## src/sv/hsl2rgb_pkg.sv

```systemverilog
`default_nettype none

package hsl2rgb_pkg;

	localparam int FRAC_BITS_DEF = 24;

	// channel select for the per-channel ramp unit
	localparam logic [1:0] CH_RED   = 2'd0;
	localparam logic [1:0] CH_GREEN = 2'd1;
	localparam logic [1:0] CH_BLUE  = 2'd2;

	// piece of the hue ramp that an offset falls in
	localparam logic [1:0] RG_RISE = 2'd0;
	localparam logic [1:0] RG_TOP  = 2'd1;
	localparam logic [1:0] RG_FALL = 2'd2;
	localparam logic [1:0] RG_BASE = 2'd3;

endpackage

`default_nettype wire

```

## src/sv/hsl2rgb_chan.sv

```systemverilog
`default_nettype none

module hsl2rgb_chan #(
	parameter int         FRAC_BITS = hsl2rgb_pkg::FRAC_BITS_DEF,
	parameter logic [1:0] CHANNEL   = hsl2rgb_pkg::CH_GREEN
) (
	input  wire logic                 clk,
	input  wire logic [5:1]           en,
	input  wire logic [FRAC_BITS:0]   h_w,
	input  wire logic [FRAC_BITS:0]   diff_s3,
	input  wire logic [FRAC_BITS:0]   p_s4,
	input  wire logic [FRAC_BITS:0]   q_s4,
	input  wire logic [FRAC_BITS:0]   l_s4,
	input  wire logic                 szero_s4,
	output logic      [7:0]           byte_s5
);
	import hsl2rgb_pkg::*;

	localparam int W  = FRAC_BITS + 1;
	localparam int TW = FRAC_BITS + 3;
	localparam longint unsigned ONE_L = 64'd1 << FRAC_BITS;
	localparam logic [W-1:0] SIXTH      = W'(ONE_L / 6);
	localparam logic [W-1:0] HALF       = W'(ONE_L / 2);
	localparam logic [W-1:0] TWO_THIRDS = W'((2 * ONE_L) / 3);
	localparam logic signed [TW-1:0] ONE_S   = TW'(ONE_L);
	localparam logic signed [TW-1:0] THIRD_S = TW'(ONE_L / 3);

	logic signed [TW-1:0] t_ofs;
	logic signed [TW-1:0] t_wrap;
	logic [W-1:0]         t_s1;

	logic [W-1:0]         span;
	logic [W+2:0]         six_span;
	logic [1:0]           region;
	logic [W-1:0]         factor;
	logic [1:0]           region_s2;
	logic [W-1:0]         factor_s2;
	logic [1:0]           region_s3;
	logic [W-1:0]         factor_s3;

	logic [2*W-1:0]       prod;
	logic [1:0]           region_s4;
	logic [W-1:0]         m_s4;

	logic [W:0]           v;
	logic [W+8:0]         scaled;
	logic [9:0]           x;

	// stage 1: offset hue and wrap into [0, 1]
	always_comb begin
		case (CHANNEL)
			CH_RED:   t_ofs = signed'(TW'(h_w)) + THIRD_S;
			CH_BLUE:  t_ofs = signed'(TW'(h_w)) - THIRD_S;
			default:  t_ofs = signed'(TW'(h_w));
		endcase
		t_wrap = t_ofs;
		if (t_wrap < 0) begin
			t_wrap = t_wrap + ONE_S;
		end else if (t_wrap > ONE_S) begin
			t_wrap = t_wrap - ONE_S;
		end
	end

	// stage 2: ramp piece and slope factor
	always_comb begin
		if (t_s1 < SIXTH) begin
			region = RG_RISE;
			span   = t_s1;
		end else if (t_s1 < HALF) begin
			region = RG_TOP;
			span   = '0;
		end else if (t_s1 < TWO_THIRDS) begin
			region = RG_FALL;
			span   = TWO_THIRDS - t_s1;
		end else begin
			region = RG_BASE;
			span   = '0;
		end
		six_span = ((W+3)'(span) << 2) + ((W+3)'(span) << 1);
		factor   = W'(six_span);
	end

	assign prod = (2*W)'(diff_s3) * (2*W)'(factor_s3);

	// stage 5: pick value, scale by 255 with rounding, clamp
	always_comb begin
		if (szero_s4) begin
			v = (W+1)'(l_s4);
		end else begin
			case (region_s4)
				RG_RISE, RG_FALL: v = (W+1)'(p_s4) + (W+1)'(m_s4);
				RG_TOP:           v = (W+1)'(q_s4);
				default:          v = (W+1)'(p_s4);
			endcase
		end
		scaled = ((W+9)'(v) << 8) - (W+9)'(v) + (W+9)'(HALF);
		x      = 10'(scaled >> FRAC_BITS);
	end

	always_ff @(posedge clk) begin
		if (en[1]) begin
			t_s1 <= W'(t_wrap);
		end
		if (en[2]) begin
			region_s2 <= region;
			factor_s2 <= factor;
		end
		if (en[3]) begin
			region_s3 <= region_s2;
			factor_s3 <= factor_s2;
		end
		if (en[4]) begin
			region_s4 <= region_s3;
			m_s4      <= W'(prod >> FRAC_BITS);
		end
		if (en[5]) begin
			byte_s5 <= (x > 10'd255) ? 8'd255 : x[7:0];
		end
	end

endmodule

`default_nettype wire

```

## config.mk

```make
export PLATFORM = sky130hd
export DESIGN_NAME = hsl2rgb_chan
export DESIGN_NICKNAME = d
export VERILOG_FILES = /design/src/sv/hsl2rgb_pkg.sv /design/src/sv/hsl2rgb_chan.sv
export SDC_FILE = /design/constraint.sdc
export NUM_CORES = 2
export LEC_CHECK = 0
export ABC_AREA = 1
export ABC_CLOCK_PERIOD_IN_PS = 14200
export BUFFER_PORTS_ARGS = -buffer_cell sky130_fd_sc_hd__buf_2
export CAP_MARGIN = 20
export CORE_ASPECT_RATIO = 1.75
export CORE_MARGIN = 4
export CORE_UTILIZATION = 40
export DETAILED_ROUTE_END_ITERATION = 8
export PLACE_DENSITY = 0.58
export RECOVER_POWER = 50
export SLEW_MARGIN = 5
export SYNTH_ARGS = -nofsm -noshare
export SYNTH_HDL_FRONTEND = slang
export SYNTH_SLANG_ARGS = --single-unit
```

## constraint.sdc

```tcl
create_clock -name clk -period 14.2 [get_ports clk]
set_input_delay 2.84 -clock clk [delete_from_list [all_inputs] [get_ports clk]]
set_output_delay 2.84 -clock clk [all_outputs]
set_load 0.005 [all_outputs]
```

### Yosys cells after proc, flatten, opt, wreduce, memory -nomap -nowiden

Cells that the tools add are included.

* $add $sub $neg: 7
* $mul: 1
* div/mod/pow operators: 0
* $lt $le $gt $ge: 6
* equal/unequal tests: 2
* shift operators: 0
* multiplexer cells: 9
* bitwise logic cells: 0
* reduce and logical (&&, ||, !) cells: 3

Operators with widths (count)
* 2-to-1 mux 24 bit: 3
* one-hot mux 26 bit (2 select lines): 1
* < comparator 25 x 24 -> 1 bit, second input constant: 2
* 2-to-1 mux 25 bit: 2
* multiplier 25 x 25 -> 49 bit: 1
* adder 34 x 24 -> 34 bit, second input constant: 1
* subtractor 34 x 26 -> 34 bit: 1
* adder 25 x 25 -> 26 bit: 1
* 2-to-1 mux 26 bit: 1
* adder 25 bit: 1
* adder 25 bit, second input constant: 1
* > comparator 25 bit, second input constant: 1
* < comparator 25 x 1 -> 1 bit, second input constant: 1
* < comparator 25 x 22 -> 1 bit, second input constant: 1
* subtractor 25 bit, second input constant: 1
* subtractor 24 bit, first input constant: 1
* > comparator 10 x 8 -> 1 bit, second input constant: 1
* OR reduction 2 bit: 2
* == test 2 x 1 -> 1 bit, second input constant: 1
* == test 2 bit, second input constant: 1
* logical NOT 2 bit: 1
* 2-to-1 mux 1 bit: 2

* register bits after elaboration: 114
* bits in latches: 0
* RAM bits: 0
* ROM bits: 0
* input port bits: 132
* output and inout port bits: 8
* logic and storage cells: 37
* memories: 0

### Logic depth before layout (Yosys ltp)

* word-level depth: 7
* mapped depth: 30
* depth with buffers taken out: 30

### Least setup slack after synthesis

OpenSTA, ideal clock, no wires.

* kind: input-to-reg
* start point: in diff_s3[16]
* end point: reg m_s4[18], data pin
* setup time: 0.265 ns
* arrival: 8.334 ns
* data required time: 13.935 ns
* setup slack: 5.601 ns
* cell stages on the path: 27
* cells stage by stage: clkbuf_1 -> nand2_1 -> inv_1 -> fa_1 -> inv_1 -> fa_1 -> fa_1 -> inv_1 -> fa_1 -> inv_1 -> fa_1 -> inv_1 -> fa_1 -> inv_1 -> fa_1 -> inv_1 -> ha_1 -> a21oi_1 -> inv_1 -> a21oi_1 -> a21boi_0 -> nor2_1 -> nor2_1 -> o21ai_0 -> a21oi_1 -> o21ai_0 -> xor2_1

* word-level cells in the longest chain between the ends: 1

RTL lines
* start, declared: RTL line hsl2rgb_chan.sv:10 `input wire logic [FRAC_BITS:0] diff_s3,`
* multiplier 25 x 25 -> 49 bit: RTL line hsl2rgb_chan.sv:83 `assign prod = (2*W)'(diff_s3) * (2*W)'(factor_s3);`
* via prod[42]: RTL line hsl2rgb_chan.sv:41 `logic [2*W-1:0] prod;`
* end signal, assigned: RTL line hsl2rgb_chan.sv:114 `m_s4 <= W'(prod >> FRAC_BITS);`
* end, declared: RTL line hsl2rgb_chan.sv:43 `logic [W-1:0] m_s4;`

The timed path passes the listed nets, and every way through them passes these cells.
A chain may end at the register's enable or synchronous reset.

### Final worst setup path

* start point: in diff_s3[9]
* end point: reg m_s4[18], data pin

The elaborated chain is that of the path after synthesis.

==> results.yml <==
global_route:
  grt_max_degree: 33
  grt_usage: 0.2303
  antenna_found_initial: 2
  grt_pass1_vias: 26680
  grt_pass1_wl_um: 141700
  grt_overflow: 0
drt:
  drt-pass1-iter-count: 6
  vias: 24460
  drtIter0Drc: 1254
  drc: 0
  routedWlPerCell_um: 18.69
  wirelength_um: 90070
  via_per_inst: 5.075
  ant_nets: 0
timing:
  period_needed_ns: 9.419
  hold_ws_ns: 0.4099
  grt_setup_unrepaired: "no"
  max_freq_mhz: 106.2
  hold_viol: 0
  period_share: 0.6633
  finClkSkew_ns: 0.02360
  slew_headroom: 0.08208
  tightest_slew_ns: 1.377
  setup_viol: 0
  drv_slew: 0
  tns_ns: 0
layout:
  nets: 4796
  layout-drive-gt1-share: 0.06097
  utilization: 0.4292
  nFillCells: 7630
  synthToLayoutAreaGrowth_pct: 5.886
clock_network:
  cts_tree: "done"
  clock_path_buffers: 2
  postCtsSetupBuffers: 0
  numCtsBuffers: 9
  cts_root_buf: "clkbuf_16"
  cts_hold_buffers: 0
  cts.sinks: 112
  clk_pin_slew_ns: 0.09
  cts_resized: 0
  htreeDepth: 3
  clock_latency_ns: 0.40
worst_setup_path:
  start_kind: "input port"
  crit_type: "input port to register"
  crit_fanout: 24
  arrival_ns: 9.55
  required_ns: 14.33
  endpoint_kind: "register"
placed_design:
  hpwlAfterDp_um: 75200
  port_buffers: 139
  gp_congestion: 0.9157
synthesis:
  ys_ff_latch: 112
  synth_fp_nets: 4757
  synth_top_area_cell: "fa_1"
  yosys_most_used_dff: "edfxtp_1"
  async_flop_share: 0
  synth_cell_type_count: 60
  synth_edf_count: 112
  yosys_warnings: 0
  synthCells: 3843
  ys_seq_area_frac: 0.1133
  synth_area_leaders: "fa_1, inv_1, ha_1"
  netlist_area_sq_mm: 0.02970
  yosysTopAreaCellShare: 0.3398
  syn_area_per_cell_sq_um: 7.728
  yosysMostFrequentCell: "inv_1"
  synth_commonest_cells: "inv_1, nand2_1, fa_1"
floorplan:
  initial_core_util: 0.4053
  num_rows: 131
  die_w_um: 214.0
  die_y_um: 368.5
  dieArea_sq_mm: 0.07884
  io_pins: 140
  coreArea_sq_mm: 0.07327
outcome:
  status: "completed"
job:
  drv_cap: 0
worst_hold_path:
  hold_path.class: "register to register"
state kept, by name, indices dropped and copies added, names as in the netlist:
name	count
byte_s5	8
factor_s2	24
factor_s3	24
m_s4	25
region_s2	2
region_s3	2
region_s4	2
t_s1	25
worst paths after layout:
kind | from | endpoint | slack, ns | cells after the start
max reg2reg | factor_s3[16] | m_s4[18] | 6.81 | 22
min | factor_s2[10] | factor_s3[10] | 0.41 | 0
min reg2reg | factor_s2[10] | factor_s3[10] | 0.41 | 0
max | diff_s3[9] | m_s4[18] | 4.78 | 24
cells by family (layout without fill, tap and decap cells):
logic type / after synthesis / in the layout / synth area share
compound gates: 392 / 392 / 0.07499
xor+xnor: 60 / 60 / 0.01770
simple gates: 1321 / 1321 / 0.1866
fa+ha+maj: 782 / 782 / 0.4569
other cells: 0 / 2 / 0
flops: 112 / 112 / 0.1133
buf+inv: 1176 / 1220 / 0.1506
layout make-up:
cell class	instances	area, sq um	share of cell area
inverter	1040	3909	0.1243
antenna	2	5.005	0.0001592
sequential	112	3363	0.1070
multi-input combinational	2555	21840	0.6947
clock inverter	6	70.07	0.002228
clock buffer	10	229.0	0.007282
tap	931	1165	0.03704
timing repair buffer	164	859.6	0.02734
per-stage QoR:
step / cell area, sq um / setup slack [ns] / instances
2_1_floorplan: 29700 / 5.601 / 3843
3_3_place_gp: 31180 / 4.443 / 4802
3_5_place_dp: 31180 / 4.414 / 4802
4_1_cts: 31480 / 4.856 / 4818
5_1_grt: 31440 / 4.621 / 4818
6_report: 31450 / 4.781 / 4820
per-layer routing:
metal  wire length, um  up-vias  GRT usage  share of wire
met5                 0        -          0              0
met4              7279        0     0.1527          0.081
met3              2727      290    0.01935          0.030
met2             50660      666     0.4636           0.56
met1             29410    11940     0.2184           0.33
li1                  -    11560          -              -
layout by cell type (no fill, tap or decap), drive strengths merged, types with 2 or more instances in the layout:
| master | Yosys | routed |
|---|---|---|
| ha | 278 | 278 |
| o21ai | 101 | 101 |
| o21a | 12 | 12 |
| nand3b | 6 | 6 |
| inv | 1040 | 1043 |
| o21bai | 14 | 14 |
| clkbuf | 123 | 29 |
| edfxtp | 112 | 112 |
| a211oi | 2 | 2 |
| a31o | 2 | 2 |
| a21oi | 196 | 196 |
| nor3 | 40 | 40 |
| a21boi | 2 | 2 |
| nor2 | 203 | 203 |
| o221ai | 3 | 3 |
| fa | 504 | 504 |
| o22ai | 22 | 22 |
| nand3 | 88 | 88 |
| or2 | 3 | 3 |
| or4 | 2 | 2 |
| a21o | 10 | 10 |
| a31oi | 9 | 9 |
| xnor2 | 21 | 21 |
| buf | 13 | 145 |
| xor2 | 39 | 39 |
| a221oi | 2 | 2 |
| nor4 | 16 | 16 |
| o211ai | 3 | 3 |
| nand4 | 21 | 21 |
| a22oi | 9 | 9 |
| nand2 | 940 | 940 |
| diode | 0 | 2 |
| clkinv | 0 | 3 |
worst max-delay path, stage by stage:
cell,delay [ns]
buf_2,0.53
nand2_1,0.16
fa_1,0.51
fa_1,0.54
inv_1,0.05
fa_1,0.51
inv_1,0.06
fa_1,0.55
inv_1,0.05
fa_1,0.46
fa_1,0.49
inv_1,0.05
fa_1,0.47
inv_1,0.04
ha_1,0.34
nand2_1,0.09
nor2_1,0.15
inv_1,0.06
nor2_1,0.14
nand3_1,0.08
o21ai_0,0.65
a21oi_1,0.29
o21ai_0,0.32
xor2_1,0.11
Power is not shown: default switching activity piles up to over one toggle a cycle in this logic, so the estimate is an artifact.
